==> src/rtl/core/avcc2ab_pkg.sv <==
// Shared types and constants for the avcC to Annex B converter.
package avcc2ab_pkg;

  localparam int CNT_W = 23;
  localparam int SUM_W = ((CNT_W > 16) ? CNT_W : 16) + 2;
  localparam int CAP_MIN = 128;
  localparam int CAP_DEFAULT = 1024;

  typedef enum logic [3:0] {
    PH_VER    = 4'd0,
    PH_PROF   = 4'd1,
    PH_COMPAT = 4'd2,
    PH_LEVEL  = 4'd3,
    PH_LENSZ  = 4'd4,
    PH_SPSCNT = 4'd5,
    PH_SPSHI  = 4'd6,
    PH_SPSLO  = 4'd7,
    PH_SPSDAT = 4'd8,
    PH_PPSCNT = 4'd9,
    PH_PPSHI  = 4'd10,
    PH_PPSLO  = 4'd11,
    PH_PPSDAT = 4'd12,
    PH_DONE   = 4'd13,
    PH_ERR    = 4'd14
  } phase_t;

  typedef enum logic [2:0] {
    ST_OK      = 3'd0,
    ST_VERSION = 3'd1,
    ST_PROFILE = 3'd2,
    ST_LENSIZE = 3'd3,
    ST_NO_SPS  = 3'd4,
    ST_NO_PPS  = 3'd5,
    ST_TRUNC   = 3'd6
  } status_t;

  typedef struct packed {
    logic             start_code;
    logic             data_valid;
    logic [7:0]       data_byte;
    logic             stat_valid;
    status_t          status;
    logic [7:0]       profile;
    logic [7:0]       level;
    logic [2:0]       nal_length_size;
    logic [CNT_W-1:0] total_bytes;
  } res_t;

endpackage

==> src/rtl/core/avcc2ab_if.sv <==
// Stream interfaces for record bytes in and Annex B results out.
interface avcc2ab_in_if;
  logic       valid;
  logic       ready;
  logic [7:0] in_byte;
  logic       end_of_record;

  modport source (output valid, output in_byte, output end_of_record, input ready);
  modport sink (input valid, input in_byte, input end_of_record, output ready);
endinterface

interface avcc2ab_out_if;
  import avcc2ab_pkg::*;
  logic             valid;
  logic             ready;
  logic [7:0]       out_byte;
  logic             is_status;
  logic [2:0]       status;
  logic [7:0]       profile;
  logic [7:0]       level;
  logic [2:0]       nal_length_size;
  logic [CNT_W-1:0] total_bytes;
  logic             last;

  modport source (output valid, output out_byte, output is_status, output status,
                  output profile, output level, output nal_length_size,
                  output total_bytes, output last, input ready);
  modport sink (input valid, input out_byte, input is_status, input status,
                input profile, input level, input nal_length_size,
                input total_bytes, input last, output ready);
endinterface

==> src/rtl/core/avcc_to_annexb_converter_top.sv <==
// Top level of the avcC to Annex B converter: config register, result staging, output.
// Takes an H.264 decoder configuration record one byte per transaction and returns
// the SPS and PPS sets as an Annex B stream, each set behind a 00 00 01 start code,
// followed on the final byte by one status transaction (status, profile, level,
// NAL length size and byte count; on a nonzero status the consumer discards the data
// of that record). The input takes one byte per cycle as long as the output side
// keeps up; the output moves one result per cycle while out_ch.ready is high. A
// byte that opens a set yields three results, a data byte one, and the final byte
// one more for the status. Parsing is done as the byte is accepted; a pending stage
// behind the output register lets the next byte in while the current results drain.
// Capacity comes from max_output_bytes at address 0; 128 or less selects 1024 bytes.
module avcc_to_annexb_converter_top (
  input  logic                          clk,
  input  logic                          rst_n,
  avcc2ab_in_if.sink                    in_ch,
  avcc2ab_out_if.source                 out_ch,
  input  logic                          cfg_psel,
  input  logic                          cfg_penable,
  input  logic                          cfg_pwrite,
  input  logic [2:0]                    cfg_paddr,
  input  logic [31:0]                   cfg_pwdata,
  output logic [31:0]                   cfg_prdata,
  output logic                          cfg_pready
);
  import avcc2ab_pkg::*;

  logic [CNT_W-1:0] cap_r;
  res_t             res;
  logic             has_res;
  logic             in_acc;

  res_t             a_r;
  logic             a_valid_r;
  logic             a_move;

  res_t             b_r;
  logic [1:0]       b_rem_r;
  logic             b_stat_r;
  logic             b_busy;
  logic             b_finish;
  logic             out_last;

  assign cfg_pready = 1'b1;
  assign cfg_prdata = (cfg_paddr[2] == 1'b0) ? 32'(cap_r) : 32'd0;

  always_ff @(posedge clk) begin
    if (!rst_n) begin
      cap_r <= '0;
    end else if (cfg_psel && cfg_penable && cfg_pwrite && cfg_paddr[2] == 1'b0) begin
      cap_r <= cfg_pwdata[CNT_W-1:0];
    end
  end

  avcc2ab_parser u_parser (
    .clk              (clk),
    .rst_n            (rst_n),
    .step             (in_acc),
    .in_byte          (in_ch.in_byte),
    .end_of_record    (in_ch.end_of_record),
    .max_output_bytes (cap_r),
    .res              (res)
  );

  assign has_res  = res.start_code | res.data_valid | res.stat_valid;
  assign b_busy   = (b_rem_r != 2'd0) || b_stat_r;
  assign out_last = b_stat_r ? (b_rem_r == 2'd0) : (b_rem_r == 2'd1);
  assign b_finish = b_busy && out_ch.ready && out_last;
  assign a_move   = a_valid_r && (!b_busy || b_finish);
  assign in_ch.ready = !a_valid_r || a_move;
  assign in_acc   = in_ch.valid && in_ch.ready;

  always_ff @(posedge clk) begin
    if (!rst_n) begin
      a_valid_r <= 1'b0;
    end else if (in_acc && has_res) begin
      a_valid_r <= 1'b1;
    end else if (a_move) begin
      a_valid_r <= 1'b0;
    end
  end

  always_ff @(posedge clk) begin
    if (in_acc && has_res) begin
      a_r <= res;
    end
  end

  always_ff @(posedge clk) begin
    if (!rst_n) begin
      b_rem_r  <= '0;
      b_stat_r <= 1'b0;
    end else if (a_move) begin
      b_rem_r  <= a_r.start_code ? 2'd3 : (a_r.data_valid ? 2'd1 : 2'd0);
      b_stat_r <= a_r.stat_valid;
    end else if (b_busy && out_ch.ready) begin
      if (b_rem_r != 2'd0) begin
        b_rem_r <= b_rem_r - 2'd1;
      end else begin
        b_stat_r <= 1'b0;
      end
    end
  end

  always_ff @(posedge clk) begin
    if (a_move) begin
      b_r <= a_r;
    end
  end

  always_comb begin
    out_ch.valid           = b_busy;
    out_ch.last            = out_last;
    out_ch.out_byte        = '0;
    out_ch.is_status       = 1'b0;
    out_ch.status          = ST_OK;
    out_ch.profile         = '0;
    out_ch.level           = '0;
    out_ch.nal_length_size = '0;
    out_ch.total_bytes     = '0;
    if (b_rem_r != 2'd0) begin
      if (b_r.start_code) begin
        out_ch.out_byte = (b_rem_r == 2'd1) ? 8'h01 : 8'h00;
      end else begin
        out_ch.out_byte = b_r.data_byte;
      end
    end else begin
      out_ch.is_status       = 1'b1;
      out_ch.status          = b_r.status;
      out_ch.profile         = b_r.profile;
      out_ch.level           = b_r.level;
      out_ch.nal_length_size = b_r.nal_length_size;
      out_ch.total_bytes     = b_r.total_bytes;
    end
  end

endmodule

==> src/rtl/core/avcc2ab_parser.sv <==
// Record parser: header checks, SPS/PPS walk, capacity check and status.
module avcc2ab_parser (
  input  logic                           clk,
  input  logic                           rst_n,
  input  logic                           step,
  input  logic [7:0]                     in_byte,
  input  logic                           end_of_record,
  input  logic [avcc2ab_pkg::CNT_W-1:0]  max_output_bytes,
  output avcc2ab_pkg::res_t              res
);
  import avcc2ab_pkg::*;

  phase_t           phase_r, phase_nxt;
  logic [4:0]       sets_r, sets_nxt;
  logic [15:0]      left_r, left_nxt;
  logic [7:0]       hi_r, hi_nxt;
  logic [CNT_W-1:0] emit_r, emit_nxt;
  logic [7:0]       prof_r, prof_nxt;
  logic [7:0]       lvl_r, lvl_nxt;
  logic [2:0]       nls_r, nls_nxt;
  status_t          err_r, err_nxt;
  logic             drop_r, drop_nxt;

  logic [15:0]      len;
  logic [CNT_W-1:0] cap;
  logic             over;
  logic             drop_now;
  logic             sps;
  logic [4:0]       sets_dec;
  logic [2:0]       lsz;

  assign len = {hi_r, in_byte};
  assign cap = (max_output_bytes > CNT_W'(CAP_MIN)) ? max_output_bytes : CNT_W'(CAP_DEFAULT);
  assign over = (SUM_W'(emit_r) + SUM_W'(len) + SUM_W'(3)) > SUM_W'(cap);
  assign sps = (phase_r == PH_SPSLO) || (phase_r == PH_SPSDAT);
  assign sets_dec = sets_r - 5'd1;
  assign lsz = {1'b0, in_byte[1:0]} + 3'd1;

  always_comb begin
    phase_nxt = phase_r;
    sets_nxt  = sets_r;
    left_nxt  = left_r;
    hi_nxt    = hi_r;
    emit_nxt  = emit_r;
    prof_nxt  = prof_r;
    lvl_nxt   = lvl_r;
    nls_nxt   = nls_r;
    err_nxt   = err_r;
    drop_nxt  = drop_r;
    drop_now  = drop_r | over;
    res = '0;
    res.data_byte = in_byte;

    unique case (phase_r) inside
      PH_VER: begin
        if (in_byte > 8'd1) begin
          err_nxt   = ST_VERSION;
          phase_nxt = PH_ERR;
        end else begin
          phase_nxt = PH_PROF;
        end
      end
      PH_PROF: begin
        prof_nxt = in_byte;
        if (in_byte == 8'd0) begin
          err_nxt   = ST_PROFILE;
          phase_nxt = PH_ERR;
        end else begin
          phase_nxt = PH_COMPAT;
        end
      end
      PH_COMPAT: begin
        phase_nxt = PH_LEVEL;
      end
      PH_LEVEL: begin
        lvl_nxt   = in_byte;
        phase_nxt = PH_LENSZ;
      end
      PH_LENSZ: begin
        if (lsz < 3'd2) begin
          err_nxt   = ST_LENSIZE;
          phase_nxt = PH_ERR;
        end else begin
          nls_nxt   = lsz;
          phase_nxt = PH_SPSCNT;
        end
      end
      PH_SPSCNT, PH_PPSCNT: begin
        if (in_byte[4:0] == 5'd0) begin
          err_nxt   = (phase_r == PH_SPSCNT) ? ST_NO_SPS : ST_NO_PPS;
          phase_nxt = PH_ERR;
        end else begin
          sets_nxt  = in_byte[4:0];
          drop_nxt  = 1'b0;
          phase_nxt = (phase_r == PH_SPSCNT) ? PH_SPSHI : PH_PPSHI;
        end
      end
      PH_SPSHI, PH_PPSHI: begin
        hi_nxt    = in_byte;
        phase_nxt = (phase_r == PH_SPSHI) ? PH_SPSLO : PH_PPSLO;
      end
      PH_SPSLO, PH_PPSLO: begin
        if (len == 16'd0) begin
          sets_nxt = sets_dec;
          if (sets_dec == 5'd0) begin
            phase_nxt = sps ? PH_PPSCNT : PH_DONE;
          end else begin
            phase_nxt = sps ? PH_SPSHI : PH_PPSHI;
          end
        end else begin
          drop_nxt = drop_now;
          if (!drop_now) begin
            res.start_code = 1'b1;
            emit_nxt = emit_r + CNT_W'(3);
          end
          left_nxt  = len;
          phase_nxt = sps ? PH_SPSDAT : PH_PPSDAT;
        end
      end
      PH_SPSDAT, PH_PPSDAT: begin
        if (!drop_r) begin
          res.data_valid = 1'b1;
          emit_nxt = emit_r + CNT_W'(1);
        end
        left_nxt = left_r - 16'd1;
        if (left_r == 16'd1) begin
          sets_nxt = sets_dec;
          if (sets_dec == 5'd0) begin
            phase_nxt = sps ? PH_PPSCNT : PH_DONE;
          end else begin
            phase_nxt = sps ? PH_SPSHI : PH_PPSHI;
          end
        end
      end
      default: begin
      end
    endcase

    if (end_of_record) begin
      res.stat_valid = 1'b1;
      res.status = err_nxt;
      if (err_nxt == ST_OK && phase_nxt != PH_DONE) begin
        res.status = ST_TRUNC;
      end
      res.profile = prof_nxt;
      res.level = lvl_nxt;
      res.nal_length_size = nls_nxt;
      res.total_bytes = (res.status == ST_OK) ? emit_nxt : '0;
      phase_nxt = PH_VER;
      sets_nxt  = '0;
      left_nxt  = '0;
      hi_nxt    = '0;
      emit_nxt  = '0;
      prof_nxt  = '0;
      lvl_nxt   = '0;
      nls_nxt   = '0;
      err_nxt   = ST_OK;
      drop_nxt  = 1'b0;
    end
  end

  always_ff @(posedge clk) begin
    if (!rst_n) begin
      phase_r <= PH_VER;
      sets_r  <= '0;
      left_r  <= '0;
      hi_r    <= '0;
      emit_r  <= '0;
      prof_r  <= '0;
      lvl_r   <= '0;
      nls_r   <= '0;
      err_r   <= ST_OK;
      drop_r  <= 1'b0;
    end else if (step) begin
      phase_r <= phase_nxt;
      sets_r  <= sets_nxt;
      left_r  <= left_nxt;
      hi_r    <= hi_nxt;
      emit_r  <= emit_nxt;
      prof_r  <= prof_nxt;
      lvl_r   <= lvl_nxt;
      nls_r   <= nls_nxt;
      err_r   <= err_nxt;
      drop_r  <= drop_nxt;
    end
  end

endmodule
==> src/flat_wrapper.sv <==
// flat-port wrapper written by rule: the top's interface ports become plain ports
module avcc_to_annexb_converter_top_flat import avcc2ab_pkg::*;
  (clk, rst_n, cfg_psel, cfg_penable, cfg_pwrite, cfg_paddr, cfg_pwdata, cfg_prdata, cfg_pready, in_ch_valid, in_ch_in_byte, in_ch_end_of_record, in_ch_ready, out_ch_valid, out_ch_out_byte, out_ch_is_status, out_ch_status, out_ch_profile, out_ch_level, out_ch_nal_length_size, out_ch_total_bytes, out_ch_last, out_ch_ready);
  avcc2ab_in_if in_ch_i ();
  avcc2ab_out_if out_ch_i ();
  input  logic clk;
  input  logic rst_n;
  input  logic cfg_psel;
  input  logic cfg_penable;
  input  logic cfg_pwrite;
  input  logic [2:0] cfg_paddr;
  input  logic [31:0] cfg_pwdata;
  output logic [31:0] cfg_prdata;
  output logic cfg_pready;
  input wire logic [$bits(in_ch_i.valid)-1:0] in_ch_valid;
  input wire logic [$bits(in_ch_i.in_byte)-1:0] in_ch_in_byte;
  input wire logic [$bits(in_ch_i.end_of_record)-1:0] in_ch_end_of_record;
  output wire logic [$bits(in_ch_i.ready)-1:0] in_ch_ready;
  output wire logic [$bits(out_ch_i.valid)-1:0] out_ch_valid;
  output wire logic [$bits(out_ch_i.out_byte)-1:0] out_ch_out_byte;
  output wire logic [$bits(out_ch_i.is_status)-1:0] out_ch_is_status;
  output wire logic [$bits(out_ch_i.status)-1:0] out_ch_status;
  output wire logic [$bits(out_ch_i.profile)-1:0] out_ch_profile;
  output wire logic [$bits(out_ch_i.level)-1:0] out_ch_level;
  output wire logic [$bits(out_ch_i.nal_length_size)-1:0] out_ch_nal_length_size;
  output wire logic [$bits(out_ch_i.total_bytes)-1:0] out_ch_total_bytes;
  output wire logic [$bits(out_ch_i.last)-1:0] out_ch_last;
  input wire logic [$bits(out_ch_i.ready)-1:0] out_ch_ready;
  assign in_ch_i.valid = in_ch_valid;
  assign in_ch_i.in_byte = in_ch_in_byte;
  assign in_ch_i.end_of_record = in_ch_end_of_record;
  assign in_ch_ready = in_ch_i.ready;
  assign out_ch_valid = out_ch_i.valid;
  assign out_ch_out_byte = out_ch_i.out_byte;
  assign out_ch_is_status = out_ch_i.is_status;
  assign out_ch_status = out_ch_i.status;
  assign out_ch_profile = out_ch_i.profile;
  assign out_ch_level = out_ch_i.level;
  assign out_ch_nal_length_size = out_ch_i.nal_length_size;
  assign out_ch_total_bytes = out_ch_i.total_bytes;
  assign out_ch_last = out_ch_i.last;
  assign out_ch_i.ready = out_ch_ready;
  avcc_to_annexb_converter_top u_core (.clk(clk), .rst_n(rst_n), .in_ch(in_ch_i), .out_ch(out_ch_i), .cfg_psel(cfg_psel), .cfg_penable(cfg_penable), .cfg_pwrite(cfg_pwrite), .cfg_paddr(cfg_paddr), .cfg_pwdata(cfg_pwdata), .cfg_prdata(cfg_prdata), .cfg_pready(cfg_pready));
endmodule
==> config.mk <==
export PLATFORM = sky130hd
export DESIGN_NAME = avcc_to_annexb_converter_top_flat
export DESIGN_NICKNAME = d
export VERILOG_FILES = /design/src/rtl/core/avcc2ab_pkg.sv /design/src/rtl/core/avcc2ab_if.sv /design/src/rtl/core/avcc_to_annexb_converter_top.sv /design/src/rtl/core/avcc2ab_parser.sv /design/src/flat_wrapper.sv
export SDC_FILE = /design/constraint.sdc
export NUM_CORES = 1
export LEC_CHECK = 0
export ABC_AREA = 1
export BUFFER_PORTS_ARGS = -buffer_cell sky130_fd_sc_hd__buf_2
export CORE_MARGIN = 2
export CORE_UTILIZATION = 54
export CTS_BUF_LIST = sky130_fd_sc_hd__clkbuf_16
export CTS_CLUSTER_DIAMETER = 150
export DETAILED_ROUTE_END_ITERATION = 6
export PLACE_DENSITY_LB_ADDON = 0.12
export SYNTH_ARGS = -nofsm -noshare
export SYNTH_HDL_FRONTEND = slang
export SYNTH_SLANG_ARGS = --single-unit
==> constraint.sdc <==
create_clock -name clk -period 6.25 [get_ports clk]
set_clock_uncertainty 0.15 [all_clocks]
set_input_delay 0.625 -clock clk [delete_from_list [all_inputs] [get_ports clk]]
set_output_delay 0.625 -clock clk [all_outputs]
set_load 0.05 [all_outputs]
==> impl_metrics.ini <==
[route]
wl_mm = 30.5
ant_nets = 0
vias = 10659
drt-initial-drc-count = 779
drc = 0
via_per_inst = 5.35
drt_first_pass_iters = 5
wl_per_cell_um = 15.3

[yosys]
synthArstFlopShare_pct = 0
synth_seq_cells = 216
ys_types = 57
netlist_area_um2 = 12300
synth_top_area_share_pct = 26.8
seq_area_frac_synth_pct = 44.0
ys_warn_count = 0
synthCells = 1589
synth_edf_count = 110
synth-main-ff-cell = edfxtp_1
synth_top_area_cell = edfxtp_1
ys_top_cells_by_area = edfxtp_1 27%, dfxtp_1 17%, nand2_1 11%
avgSynthCellArea_um2 = 7.76

[cts]
path_clk_slew_ns = 0.06
cts_setup_buffers = 0
cts_resized = 0
cts_buffers = 24
htree_levels = 1
tritoncts = built
cts_hold_buffers = 0
cts-root-buf = clkbuf_16
clock_sinks = 216
clk_latency_ns = 0.54
clockBufferDepth = 3

[timing]
final.period_utilization_pct = 90.4
fin_crit_ns = 5.65
fmax_mhz = 177
maxSlewViolCount = 0
grt_setup_unrepaired = no
finalSetupTns_ns = 0
worst_pin_slew_ns = 1.13
setup_viol = 0
hold_viol = 0
timing.slew.headroom_pct = 24.3

[critical_path]
crit_type = flop to flop
path_buf_inv = 7
r2r-start = u_core.u_parser.emit_r[1]
reg2reg_depth = 27
crit_path_start = u_core.u_parser.emit_r[1]
end_kind = flop
critPathMaxStageDelay_ns = 0.43
required_ns = 6.30
crit_path_frequent_cell = nand2_1
endpoint = u_core.a_r[19]
reg2reg_slack_ns = 0.60
arrival_ns = 5.70
crit_cells = 27
path_max_fanout = 46
start_kind = flop
r2r_end = u_core.a_r[19]
critPathTopFamily = compound AO/OA/AOI/OAI gates
worst_path_max_delay_cell = a21boi_1

[placement]
place_hpwl_mm = 22.0
globalplace.congestion = 0.914
port_buffers = 119
placed_cell_area_um2 = 13100

[final_layout]
fin_util_pct = 61.9
area_growth_pct = 12.9
drive_gt1_share_pct = 12.5
multi_input_area_um2 = 5800
register_area_um2 = 5430
fin_area_um2 = 13900
n_fill_cell = 2024
nNetsFinal = 1808

[grt]
grt_pass1_wl_mm = 49.7
grt_max_degree = 76
grt_overflow = 0
antenna_found_initial = 1
grt_pass1_vias = 9855
grtUsageTotal_pct = 25.4

[hold_path]
hp-class = input pin to flop

[floorplan]
dieArea_um2 = 24100
dieHeight_um = 155
rows = 55
coreArea_um2 = 22500
die_w_um = 155
pin_count = 141
start_util_pct = 54.8

[pwr]
power.leakage_uw = 0.00613
pwr-share-clk_pct = 33.6
seq_power_share_pct = 38.5
p_switching_uw = 1550
power_density_nw_per_um2 = 304
internal_power_uw = 2680
irDropWorstVdd_mv = 0.326
p_sw_share_pct = 36.5
pwr-share-comb_pct = 27.9

[flow_run]
max-cap-violations = 0

[outcome]
outcome = completed
[layer usage]
layer / vias up / GRT usage [%] / share of wire, %
li1: 5445 / - / -
met1: 4830 / 36.2 / 47
met2: 339 / 41.8 / 45
met3: 45 / 2.48 / 5.3
met4: 0 / 6.79 / 2.1
met5: - / 0 / 0
[power by group through the flow]
stage                     registers (uW)  clock network, uW  logic [uW]
after floorplan                     1650                  0         934
after global placement              1650                  0        1170
after detailed placement            1660                  0        1180
after CTS                           1630               1440        1180
after global routing                1640               1500        1280
final                               1630               1420        1180
[sequential cells by signal, summed over array words and instances (netlist names)]
register                 flops
u_core.u_parser.err_r        3
u_core.cap_r                23
u_core.u_parser.prof_r       8
u_core.a_valid_r             1
u_core.a_r                  56
u_core.u_parser.lvl_r        8
u_core.b_rem_r               2
u_core.u_parser.emit_r      23
u_core.u_parser.hi_r         8
u_core.u_parser.left_r      16
u_core.b_stat_r              1
u_core.b_r                  54
u_core.u_parser.sets_r       5
u_core.u_parser.nls_r        3
u_core.u_parser.drop_r       1
u_core.u_parser.phase_r      4
[worst min-delay path by stage]
stage                          start        endpoint  depth (start not counted)
floorplan              u_core.a_r[0]   u_core.b_r[0]                          0
global placement      u_core.a_r[21]  u_core.b_r[21]                          0
detailed placement    u_core.a_r[27]  u_core.b_r[27]                          0
CTS                 in_ch_in_byte[1]  u_core.a_r[47]                          1
global route        in_ch_in_byte[1]  u_core.a_r[47]                          1
finish              in_ch_in_byte[1]  u_core.a_r[47]                          1
[cells in the final DEF (no fill, tap or decap), types with 5 or more instances in the layout]
cell type	synthesis	final
nand2_1	363	363
inv_1	209	208
a21oi_1	152	152
nor2_1	147	146
buf_2	5	119
edfxtp_1	110	110
dfxtp_1	106	106
o21ai_0	92	92
nand3_1	74	74
ha_1	67	66
clkbuf_16	0	24
nand4_1	23	23
nor3_1	21	21
xor2_1	18	18
xnor2_1	14	14
nor4_1	13	13
buf_4	13	12
o211ai_1	11	11
nor2_2	10	10
inv_2	7	10
mux2i_1	10	10
conb_1	2	10
o21ai_1	7	7
clkinv_2	1	6
clkinv_1	2	6
o21a_1	5	5
a31oi_1	5	5
o22ai_1	5	5
and2_1	5	5
a21oi_2	5	5
[per-stage QoR]
step                      hold WS (ns)  instances  power, uW  setup slack, ns
after floorplan                  0.250       1597       2580            0.389
after global placement           0.252       1948       2820            0.332
after global routing             0.174       1993       4410            0.117
final                            0.186       1993       4230            0.603
after CTS                        0.158       1992       4260            0.638
after detailed placement         0.255       1948       2840            0.241
[cells in the mapped netlist (18+ instances only)]
| library cell | count |
|---|---|
| a21oi_1 | 152 |
| clkbuf_1 | 40 |
| dfxtp_1 | 106 |
| edfxtp_1 | 110 |
| ha_1 | 67 |
| inv_1 | 209 |
| nand2_1 | 363 |
| nand3_1 | 74 |
| nand4_1 | 23 |
| nor2_1 | 147 |
| nor3_1 | 21 |
| o21ai_0 | 92 |
| xor2_1 | 18 |
[cells by family after synthesis]
group                    count (synthesis)  share of synthesized area, %
AO/OA/AOI/OAI                          304                          13.5
XOR/XNOR                                32                          2.27
adder cells (fa/ha/maj)                 68                          6.96
buffers and inverters                  286                          9.36
flip-flops                             216                          44.0
multiplexers                            11                         0.903
other                                    2                        0.0609
AND/OR/NAND/NOR                        670                          23.0
[cell type report]
class,count,area share [%]
antenna,1,0.0180
clock buffer,24,4.31
clock inverter,20,1.50
inverter,220,5.96
multi-input combinational,1095,41.6
sequential,216,39.0
tap,285,2.56
timing repair buffer,132,5.07
(Power assumes the default switching activity.)
